$ cat src/hw/rtl/mf3_pkg.sv
`timescale 1ns / 1ps

package mf3_pkg;

   localparam int PIX_W     = 32;
   localparam int CH_W      = 8;
   localparam int ROW_OUT_W = 12;
   localparam int COL_OUT_W = 11;

   // Packed BGRA pixel: blue [7:0], green [15:8], red [23:16], alpha [31:24]
   typedef logic [PIX_W-1:0] pix_type;

   // One window column: [0] oldest row, [1] middle row, [2] newest row
   typedef pix_type [2:0] column_type;

   // Nine samples of one neighbourhood
   typedef pix_type [8:0] nine_type;

   // Side information that rides along with each result
   typedef struct packed {
      logic [CH_W-1:0]      alpha;
      logic [ROW_OUT_W-1:0] row;
      logic [COL_OUT_W-1:0] col;
      logic                 frame_done;
      logic                 run_end;
   } info_type;

   typedef struct packed {
      logic [CH_W-1:0] blue;
      logic [CH_W-1:0] green;
      logic [CH_W-1:0] red;
   } median_type;

   // Which of the up to four results of one request is being issued
   typedef enum logic [1:0] {
      STEP_PREV_IN   = 2'b00,
      STEP_PREV_EDGE = 2'b01,
      STEP_LAST_IN   = 2'b10,
      STEP_LAST_EDGE = 2'b11
   } step_type;

endpackage

$ cat src/hw/rtl/mf3_median9.sv
`timescale 1ns / 1ps

// Three-stage median of nine for B, G and R, elastic with valid/ready.
// Stage 1 sorts each group of three, stage 2 takes max of mins, median of
// middles and min of maxes, stage 3 takes the median of those three.
module mf3_median9 (
   input  logic                 clock,
   input  logic                 reset,
   input  logic                 in_valid,
   output logic                 in_ready,
   input  mf3_pkg::nine_type    in_pix,
   input  mf3_pkg::info_type    in_info,
   output logic                 out_valid,
   input  logic                 out_ready,
   output mf3_pkg::median_type  out_med,
   output mf3_pkg::info_type    out_info
);

   // [channel][group][rank], rank 0 is the smallest
   logic [2:0][2:0][2:0][7:0] s1_sort_ff, s1_sort_in;
   // [channel][lo, mid, hi]
   logic [2:0][2:0][7:0]      s2_cand_ff, s2_cand_in;
   logic [2:0][7:0]           s3_med_in;

   logic                      s1_valid_ff, s2_valid_ff, s3_valid_ff;
   mf3_pkg::info_type         s1_info_ff, s2_info_ff, s3_info_ff;
   mf3_pkg::median_type       s3_med_ff;
   logic                      adv1, adv2, adv3;

   function automatic logic [2:0][7:0] sort3(input logic [7:0] a, input logic [7:0] b,
                                             input logic [7:0] c);
      logic [7:0]      lo;
      logic [7:0]      hi;
      logic [2:0][7:0] res;
      lo = (a < b) ? a : b;
      hi = (a < b) ? b : a;
      if (c < lo) begin
         res = {hi, lo, c};
      end else if (c > hi) begin
         res = {c, hi, lo};
      end else begin
         res = {hi, c, lo};
      end
      return res;
   endfunction

   // Stage advance chain from the output back
   assign adv3     = !s3_valid_ff || out_ready;
   assign adv2     = !s2_valid_ff || adv3;
   assign adv1     = !s1_valid_ff || adv2;
   assign in_ready = adv1;

   // Sort groups of three
   always_comb begin
      for (int ch = 0; ch < 3; ch++) begin
         for (int g = 0; g < 3; g++) begin
            s1_sort_in[ch][g] = sort3(in_pix[3*g][8*ch +: 8], in_pix[3*g+1][8*ch +: 8],
                                      in_pix[3*g+2][8*ch +: 8]);
         end
      end
   end

   // Reduce to three candidates
   always_comb begin
      logic [2:0][7:0] lo_s, mid_s, hi_s;
      for (int ch = 0; ch < 3; ch++) begin
         lo_s  = sort3(s1_sort_ff[ch][0][0], s1_sort_ff[ch][1][0], s1_sort_ff[ch][2][0]);
         mid_s = sort3(s1_sort_ff[ch][0][1], s1_sort_ff[ch][1][1], s1_sort_ff[ch][2][1]);
         hi_s  = sort3(s1_sort_ff[ch][0][2], s1_sort_ff[ch][1][2], s1_sort_ff[ch][2][2]);
         s2_cand_in[ch][0] = lo_s[2];
         s2_cand_in[ch][1] = mid_s[1];
         s2_cand_in[ch][2] = hi_s[0];
      end
   end

   // Final median of three
   always_comb begin
      logic [2:0][7:0] fin_s;
      for (int ch = 0; ch < 3; ch++) begin
         fin_s = sort3(s2_cand_ff[ch][0], s2_cand_ff[ch][1], s2_cand_ff[ch][2]);
         s3_med_in[ch] = fin_s[1];
      end
   end

   // Valid bits
   always_ff @(posedge clock) begin
      if (reset) begin
         s1_valid_ff <= 1'b0;
         s2_valid_ff <= 1'b0;
         s3_valid_ff <= 1'b0;
      end else begin
         if (adv1) begin
            s1_valid_ff <= in_valid;
         end
         if (adv2) begin
            s2_valid_ff <= s1_valid_ff;
         end
         if (adv3) begin
            s3_valid_ff <= s2_valid_ff;
         end
      end
   end

   // Payload
   always_ff @(posedge clock) begin
      if (adv1) begin
         s1_sort_ff <= s1_sort_in;
         s1_info_ff <= in_info;
      end
      if (adv2) begin
         s2_cand_ff <= s2_cand_in;
         s2_info_ff <= s1_info_ff;
      end
      if (adv3) begin
         s3_med_ff.blue  <= s3_med_in[0];
         s3_med_ff.green <= s3_med_in[1];
         s3_med_ff.red   <= s3_med_in[2];
         s3_info_ff      <= s2_info_ff;
      end
   end

   assign out_valid = s3_valid_ff;
   assign out_med   = s3_med_ff;
   assign out_info  = s3_info_ff;

endmodule

$ cat config.mk
export PLATFORM = sky130hd
export DESIGN_NAME = mf3_median9
export DESIGN_NICKNAME = d
export VERILOG_FILES = /design/src/hw/rtl/mf3_pkg.sv /design/src/hw/rtl/mf3_median9.sv
export SDC_FILE = /design/constraint.sdc
export NUM_CORES = 1
export LEC_CHECK = 0
export BUFFER_PORTS_ARGS = -buffer_cell sky130_fd_sc_hd__buf_2
export CAP_MARGIN = 20
export CORE_MARGIN = 2
export CORE_UTILIZATION = 65
export DETAILED_ROUTE_END_ITERATION = 10
export PLACE_DENSITY = 0.88
export SLEW_MARGIN = 30
export SYNTH_ARGS = -nofsm -noshare
export SYNTH_HDL_FRONTEND = slang
export SYNTH_SLANG_ARGS = --single-unit
export TNS_END_PERCENT = 100
$ cat constraint.sdc
create_clock -name clock -period 16.5 [get_ports clock]
set_input_delay 1.65 -clock clock [delete_from_list [all_inputs] [get_ports clock]]
set_output_delay 1.65 -clock clock [all_outputs]
set_load 0.01 [all_outputs]
# Word-level counts from Yosys, hierarchy flattened

Cells that the tools add are included.

Logic and storage cells: 201
Bits in latches: 0
Bits in writable memories: 0
Bits in read-only memories: 0
Flip-flop bits (word level): 414
Memories kept: 0

Bitwise gates (word level): 0
Reduce and logical (&&, ||, !) cells: 6
Multipliers: 0
Multiplexer cells: 78
Order comparisons: 60
Add/subtract/negate cells: 0
Div/mod/pow operators: 0
Eq/ne operators: 0
Shift operators: 0

Operator list:

| cell                          | count |
|---|---|
| 2-to-1 mux 24 bit             | 24 |
| less-than comparator 8 bit    | 42 |
| 2-to-1 mux 8 bit              | 42 |
| 2-to-1 mux 16 bit             | 12 |
| greater-than comparator 8 bit | 18 |
| logical NOT 1 bit             | 3 |
| logical OR 1 bit              | 3 |

# Longest topological paths before layout

Gate-level depths: netlist (run 1).

Word-level depth: 5
Depth in mapped cells: 23
Mapped depth without buffers: 20

# Worst setup path before layout (run 1)

Ideal clock, no wire load.

Path kind: in2out
From: input port out_ready
To: output port in_ready
Cell stages on the path: 3
Path buffers: 0
Setup slack: 7,693 ps
Data required time: 14,850 ps
Arrival time: 7,157 ps
Path through: nor2b_1 > and2_1 > nand2_1

Cells in the longest elaborated chain, start to end: 3

Ends and longest elaborated chain:

| what             | RTL line          | source |
|---|---|---|
| start, declared  | mf3_median9.sv:14 | `input logic out_ready,` |
| logical OR 1 bit | mf3_median9.sv:48 | `assign adv3 = !s3_valid_ff \|\| out_ready;` |
| logical OR 1 bit | mf3_median9.sv:49 | `assign adv2 = !s2_valid_ff \|\| adv3;` |
| logical OR 1 bit | mf3_median9.sv:50 | `assign adv1 = !s1_valid_ff \|\| adv2;` |
| end, declared    | mf3_median9.sv:10 | `output logic in_ready,` |

No other way between the ends.

==> summary.md, run 1 <==
| Metric | Value |
|---|---|
| Max-Cap Viols | `0` |
| Worst Hold Class | `reg2reg` |
| Synth Instances | `3028` |
| Synth Warn # | `0` |
| CTS Sinks | `414` |
| CTS tree | `built` |
| Period utilization | `38.06%` |
| Top FF cell, synth | `edfxtp_1` |
| # rows | `80` |
| Die footprint | `~0.050 mm2` |
| Hold Violations, Final | `0` |
| RSZ-0062 raised after global routing | `no` |
| Root Buffer | `clkbuf_16` |
| Post-layout min period | `6279 ps` |
| Synthesis-to-finish area growth | `12.15%` |
| Setup Buffers After CTS | `0` |
| Die width | `223.4 um` |
| Pwr Total | `6128 uW` |
| Post-cts sizing count | `0` |
| CTS Buf Count | `45` |
| Arrival @ worst endpoint | `6620 ps` |
| Post-DP HPWL | `~60000 um` |
| Die height | `~220 um` |
| FMAX | `0.1593 GHz` |
| Routed via count | `roughly 25000` |
| Class of the most critical setup path | `in2reg` |
| Power Dens Cells | `around 170 mW/mm2` |
| Effective utilization at floorplan | `65.68%` |
| Worst Skew | `40.38 ps` |
| Final cell utilization of the core | `73.66%` |
| Share of cells above drive strength 1 | `15.30%` |
| Yosys cell types | `68` |
| Post-synth EDFFs | `~400` |
| Worst-path clk slew | `70 ps` |
| Core Region | `0.04765 mm2` |
| Mean Syn Cell Area | `10.33 um2` |
| Leakage power | `0.01656 uW` |
| Sum of negative setup slack | `0 ps` |
| # DRC | `0` |
| Total global-route track usage | `30.91%` |
| Reg area | `0.01240 mm2` |
| Max clock buf depth | `3` |
| DRT Wirelength | `about 79000 um` |
| Crit path launch type | `input port` |
| CP endpoint kind | `flip-flop` |
| CP required | `16840 ps` |
| Final setup fails | `0` |
| Asr flop ratio synth | `0%` |
| H-tree depth | `2` |
| I/O pin count | `384` |
| Vias/cell | `6.209` |
| Worst VDD drop | `~0.00011 V` |
| Slew Viols, Final | `0` |
| Mapped Nets | `3791` |
| Finished Layout Cells | `just under 4000` |
| Placed Instances | `3890` |
| Sequential share of the synthesized area | `39.63%` |
| Clk_lat worst skew | `600 ps` |
| WL/cell | `19.75 um` |
| Worst slack, placed | `9769 ps` |
| Outcome | `finished clean` |
| Crit-path max FO | `19` |
| DR pass1 iterations | `6` |
| Largest net degree at the start of global routing | `80` |
| Antenna violations before repair | `5` |
| Worst Setup Slack, final | `10220 ps` |
| 1st-iter DRT viols | `approximately 1800` |
| Global placer's final weighted congestion | `0.9572` |
| Hold_buf cts | `0` |
| Global-route wire length before repair | `between 100000 and 150000 um` |
| Vias in the first global route | `23950` |
| Worst Max-Slew Pin Slew | `995.5 ps` |
| Post-DRT Antenna Nets | `0` |
| Slew HR | `33.50%` |
| IO buf count | `311` |
| Synth Register Bits | `414` |
| FILL cells | `3287` |
| Post-layout net count | `4085` |
| Multi-input logic area | `0.01740 mm2` |
| Grt ovf | `0` |
| Mapped Area | `0.03129 mm2` |
state kept, by name (all words and copies together), names as in the netlist:
register,cells
out_valid,1
out_med,24
s1_sort_ff,216
s2_valid_ff,1
s2_info_ff,33
out_info,33
s1_valid_ff,1
s1_info_ff,33
s2_cand_ff,72
metrics by stage:
stage / hold WS, ps / instance area (um2)
global placement: 400.4 / 33400
floorplan: 400.3 / 31290
CTS: 413.8 / 35050
finish: 410.4 / 35090
global route: 417.5 / 35090
detailed placement: 404.5 / 33430
per-layer routing:
layer	vias up	share of wire (%)	global-route usage, %	routed length (um)
met4	4	3.5	11.20	2770
li1	11810	-	-	-
met5	-	0.041	0	32
met2	887	48	52.61	37700
met1	11810	42	40.38	33120
met3	185	6.3	4.333	4910
kinds of logic (layout without fill, tap and decap cells):
group,Yosys count,in the layout,synth area share [%]
buffers and inverters,398,729,5.070
adder cells (fa/ha/maj),438,438,17.51
AND/OR/NAND/NOR,645,645,10.11
flip-flops,414,414,39.63
other,0,3,0
AO/OA/AOI/OAI,760,760,15.30
multiplexers,373,373,12.38
layout make-up:
| cell class | instances | share of cell area (%) |
|---|---|---|
| Tap cell | 615 | 2.193 |
| Multi-Input combinational cell | 2216 | 49.58 |
| Clock buffer | 50 | 3.319 |
| Timing Repair Buffer | 332 | 4.906 |
| Clock inverter | 34 | 1.287 |
| Antenna cell | 3 | 0.02139 |
| Sequential cell | 414 | 35.34 |
| Inverter | 313 | 3.355 |
power by group:
| part | internal (uW) | switching (uW) | leakage [uW] |
|---|---|---|---|
| combinational | 1390 | 1830 | 0.0114 |
| sequential | 1580 | 244 | 0.00438 |
| clock | 633 | 446 | 0.000770 |
synth_stat cells, drive strengths merged, types with 5 or more instances:
cell       n  area, um2
a2111oi    8      82.58
nor3b      6      45.04
o21ai    207       1055
nand2    124      465.5
o211a      5      50.05
a211oi    11      82.58
mux2      58      720.7
nor2     211      797.0
a21o      69      518.0
nand2b    82      513.0
a21oi    259       1330
or3        7      43.79
buf       39      239.0
o21a      52      390.4
or2        6      37.53
clkbuf    46      172.7
nand4     30      187.7
o22ai      9      56.30
and3      12      75.07
edfxtp   411      12340
o211ai    48      375.4
nor2b     47      294.0
ha       438       5480
a221o     10      100.1
mux2i    315       3153
nand3     42      210.2
and2      21      131.4
inv      313       1175
nor3      31      155.2
o221a     16      180.2
nand3b    11      82.58
o2111ai    7      61.31
and4      11      96.34
a31oi     13      106.4
a211o      6      52.55
placed cells by master (no fill, tap or decap), types with 11 or more instances in the layout:
| master | synthesis | final |
|---|---|---|
| nor2b_1 | 47 | 47 |
| mux2_2 | 22 | 22 |
| and2_1 | 21 | 21 |
| nand3_1 | 42 | 42 |
| ha_1 | 438 | 438 |
| clkbuf_16 | 0 | 45 |
| buf_2 | 26 | 311 |
| o211ai_1 | 45 | 45 |
| mux2_4 | 18 | 18 |
| nand2_1 | 124 | 123 |
| a21oi_1 | 250 | 246 |
| nor3_1 | 31 | 31 |
| edfxtp_1 | 411 | 411 |
| o221a_2 | 16 | 16 |
| mux2_1 | 18 | 18 |
| and3_1 | 12 | 12 |
| o21a_1 | 52 | 52 |
| inv_1 | 313 | 311 |
| nand4_1 | 30 | 30 |
| mux2i_1 | 315 | 315 |
| nand3b_1 | 11 | 11 |
| a211oi_1 | 11 | 11 |
| o21ai_0 | 192 | 192 |
| nand2b_1 | 82 | 82 |
| and4_1 | 11 | 11 |
| nor2_1 | 209 | 207 |
| buf_4 | 4 | 19 |
| a21o_1 | 69 | 69 |
worst max-delay path, cell delays in order:
cell      delay (ps)
buf_2            100
inv_1             50
ha_1             290
nand2_1           50
o21ai_1          240
a41oi_1          280
o21a_1           270
nor2_2           730
mux2i_1          490
ha_1             330
a21oi_1          130
nor2b_1           50
o21ai_0          180
o211a_1          780
nand2b_1         630
a21oi_1           70
or2_1            290
worst paths after layout:
check | slack (ps) | startpoint | depth (start not counted) | endpoint
max | 10220 | in_pix[138] | 17 | s1_sort_ff[104]$_DFFE_PP_
min | 410 | s2_info_ff[31]$_DFFE_PP_ | 0 | out_info[31]$_DFFE_PP_
max reg2reg | 11550 | s1_sort_ff[180]$_DFFE_PP_ | 19 | s2_cand_ff[56]$_DFFE_PP_
min reg2reg | 410 | s2_info_ff[31]$_DFFE_PP_ | 0 | out_info[31]$_DFFE_PP_
Note: power is estimated with default switching activity, not from simulation.
==> run 2, diff against run 1 <==
CORE_UTILIZATION = 60   (was 65)
PLACE_DENSITY = 0.82   (was 0.88)
clock period = 6.1 ns   (was 16.5 ns; I/O delays follow)
==> run 2 against run 1 <==
  * Utilization is 5.2 points lower
  * Sequential share of layout area shrank 0.11 points
  * Setup slack worse by 9100 ps
  * Design area up 0.32%
  * Cell count up 1.7%
  * Register-to-register slack worse by 10000 ps
  * Hold slack worse by 210 ps
  * Combinational power grew to 2.7 times the previous value
  * Clock power increased to 2.7 times the previous value
  * Critical path type is now reg2reg
  * Critical endpoint is now out_med[3]$_DFFE_PP_
==> summary.md, run 2 (synthesis gave the netlist of run 1 again) <==
| Metric | Value |
|---|---|
| Reg area | `0.01240 mm2 (unchanged)` |
| Setup Buffers After CTS | `0 (unchanged)` |
| Max reg flops | `216 (unchanged)` |
| CTS Buf Count | `45 (unchanged)` |
| Global-route wire length before repair | `121000 um (-2.3%)` |
| # rows | `83 (+3.8%)` |
| Effective utilization at floorplan | `60.88% (-4.8 points)` |
| Finished Layout Cells | `4044 (+1.7%)` |
| CP endpoint kind | `flip-flop` |
| Root Buffer | `clkbuf_16` |
| Hold_buf cts | `0 (unchanged)` |
| FILL cells | `3854 (+17%)` |
| Slew HR | `39.12% (+5.6 points)` |
| Most frequent cells in the layout | `438 x ha_1, 411 x edfxtp_1, 315 x mux2i_1` |
| Sum of negative setup slack | `0 ps (unchanged)` |
| HP Start | `in_info[26]` |
| Placed Instances | `3960 (+1.8%)` |
| Worst Hold Class | `in2reg` |
| Post-DP HPWL | `61010 um (+0.50%)` |
| Crit path from | `s2_cand_ff[50]$_DFFE_PP_` |
| Vias in the first global route | `23520 (-1.8%)` |
| I/O pin count | `384 (unchanged)` |
| CP required | `6380 ps (-10460 ps)` |
| Dpl cell area | `0.03356 mm2 (+0.39%)` |
| Worst VDD drop | `0.0002790 V (+150%)` |
| CTS tree | `built` |
| RSZ-0062 raised after global routing | `no` |
| Class of the most critical setup path | `reg2reg` |
| Routed via count | `24220 (-1.9%)` |
| Die height | `232.4 um (+4.0%)` |
| DRT Wirelength | `77280 um (-1.6%)` |
| Biggest regs | `s1_sort_ff (216), s2_cand_ff (72)` |
| Max clock buf depth | `3 (unchanged)` |
| Reg-to-Reg End | `out_med[3]$_DFFE_PP_` |
| Arrival @ worst endpoint | `5230 ps (-1390 ps)` |
| Share of cells above drive strength 1 | `15.25% (-0.048 points)` |
| Power Dens Cells | `467.4 mW/mm2 (+170%)` |
| DR pass1 iterations | `7 (+1)` |
| Period utilization | `81.06%` |
| Post-layout net count | `4090 (+0.12%)` |
| Hold Violations, Final | `0 (unchanged)` |
| Synthesis-to-finish area growth | `12.50%` |
| CTS Sinks | `414 (unchanged)` |
| Final setup fails | `0 (unchanged)` |
| Worst-path clk slew | `60 ps (about the same)` |
| Crit-path max FO | `12 (-7)` |
| FMAX | `about 0.20 GHz` |
| Design area | `0.03521 mm2 (+0.32%)` |
| Post-DRT Antenna Nets | `0 (unchanged)` |
| Leakage power | `0.01657 uW (about the same)` |
| Worst Skew | `17.90 ps (-22.48 ps)` |
| Die width | `232.4 um (+4.0%)` |
| Core Region | `0.05141 mm2 (+7.9%)` |
| Reg2Reg Depth | `15 (-4)` |
| Post-cts sizing count | `0 (unchanged)` |
| Slew Viols, Final | `0 (unchanged)` |
| Most common cell after layout, fill and taps aside | `ha_1` |
| Outcome | `finished clean` |
| Reg2Reg Setup Slack | `1160 ps (-10390 ps)` |
| 1st-iter DRT viols | `1609 (-11%)` |
| Worst Max-Slew Pin Slew | `912.9 ps (-82.62 ps)` |
| Crit path launch type | `flip-flop` |
| H-tree depth | `2 (unchanged)` |
| Clk_lat worst skew | `590 ps (about the same)` |
| Top reg by flops | `s1_sort_ff` |
| Vias/cell | `5.989 (-3.5%)` |
| Worst r2r src | `s2_cand_ff[50]$_DFFE_PP_` |
| Multi-input logic area | `0.01742 mm2 (+0.12%)` |
| Post-layout min period | `4944 ps` |
| End point of the critical path | `out_med[3]$_DFFE_PP_` |
| Global placer's final weighted congestion | `0.9589 (+0.18%)` |
| Antenna violations before repair | `3 (-2)` |
| Max-Cap Viols | `0 (unchanged)` |
| Total global-route track usage | `28.06% (-2.8 points)` |
| WL/cell | `19.11 um (-3.2%)` |
| Largest net degree at the start of global routing | `146 (+83%)` |
| IO buf count | `311 (unchanged)` |
| Grt ovf | `0 (unchanged)` |
| # DRC | `0 (unchanged)` |
| Die footprint | `0.05400 mm2 (+8.2%)` |
## run 2: layout make-up
cell class / count / share of cell area (%)
clock buffers: 58 / 3.479
flip-flops and latches: 414 / 35.23
diodes: 1 / 0.007108
multi-input cells: 2216 / 49.48
well taps: 680 / 2.417
repair buffers: 337 / 5.022
inverters: 313 / 3.344
clock inverters: 25 / 1.024
## run 2: worst min-delay path by stage
| stage | cells past startpoint | endpoint | slack (ps) |
|---|---|---|---|
| finish | 1 | s1_info_ff[26]$_DFFE_PP_ | 200 |
| global route | 1 | s1_info_ff[5]$_DFFE_PP_ | 160 |
| CTS | 1 | s1_info_ff[26]$_DFFE_PP_ | 160 |
| detailed placement | 0 | s2_info_ff[18]$_DFFE_PP_ | 410 |
| global placement | 0 | s2_info_ff[6]$_DFFE_PP_ | 400 |
| floorplan | 0 | out_info[0]$_DFFE_PP_ | 400 |
## run 2: metrics by stage
| stage | power [uW] | util, % | setup WS [ps] | hold WS, ps |
|---|---|---|---|---|
| after floorplan | 11120 | - | 1594 | 400.3 |
| after global placement | 13050 | 65.25 | 906.9 | 400.5 |
| after detailed placement | 13480 | 65.29 | 784.8 | 405.2 |
| after CTS | 16430 | 68.38 | 1223 | 164.3 |
| after global routing | 17720 | 68.49 | 800.0 | 164.0 |
| final | 16450 | 68.49 | 1156 | 200.7 |
## run 2: per-layer routing
| metal | global-route usage [%] | share of wire (%) |
|---|---|---|
| met4 | 9.896 | 3.4 |
| met2 | 47.45 | 48 |
| met5 | 0 | 0.039 |
| met1 | 36.87 | 43 |
| met3 | 3.885 | 5.5 |
## run 2: power by group
part           internal (uW)  switching (uW)
Combinational           3760            4870
Clock                   1730            1150
Sequential              4280             665
## run 2: critical path, stage by stage, from the launching register on
cell,delay [ps]
edfxtp_1,450
ha_1,350
a21oi_1,120
o21ai_0,90
a311oi_1,470
nand2_1,120
a21oi_2,420
buf_4,320
mux2i_1,210
ha_1,260
a211o_1,310
or3_1,350
a31oi_1,240
nor2_1,120
mux2i_1,550
a21oi_1,240
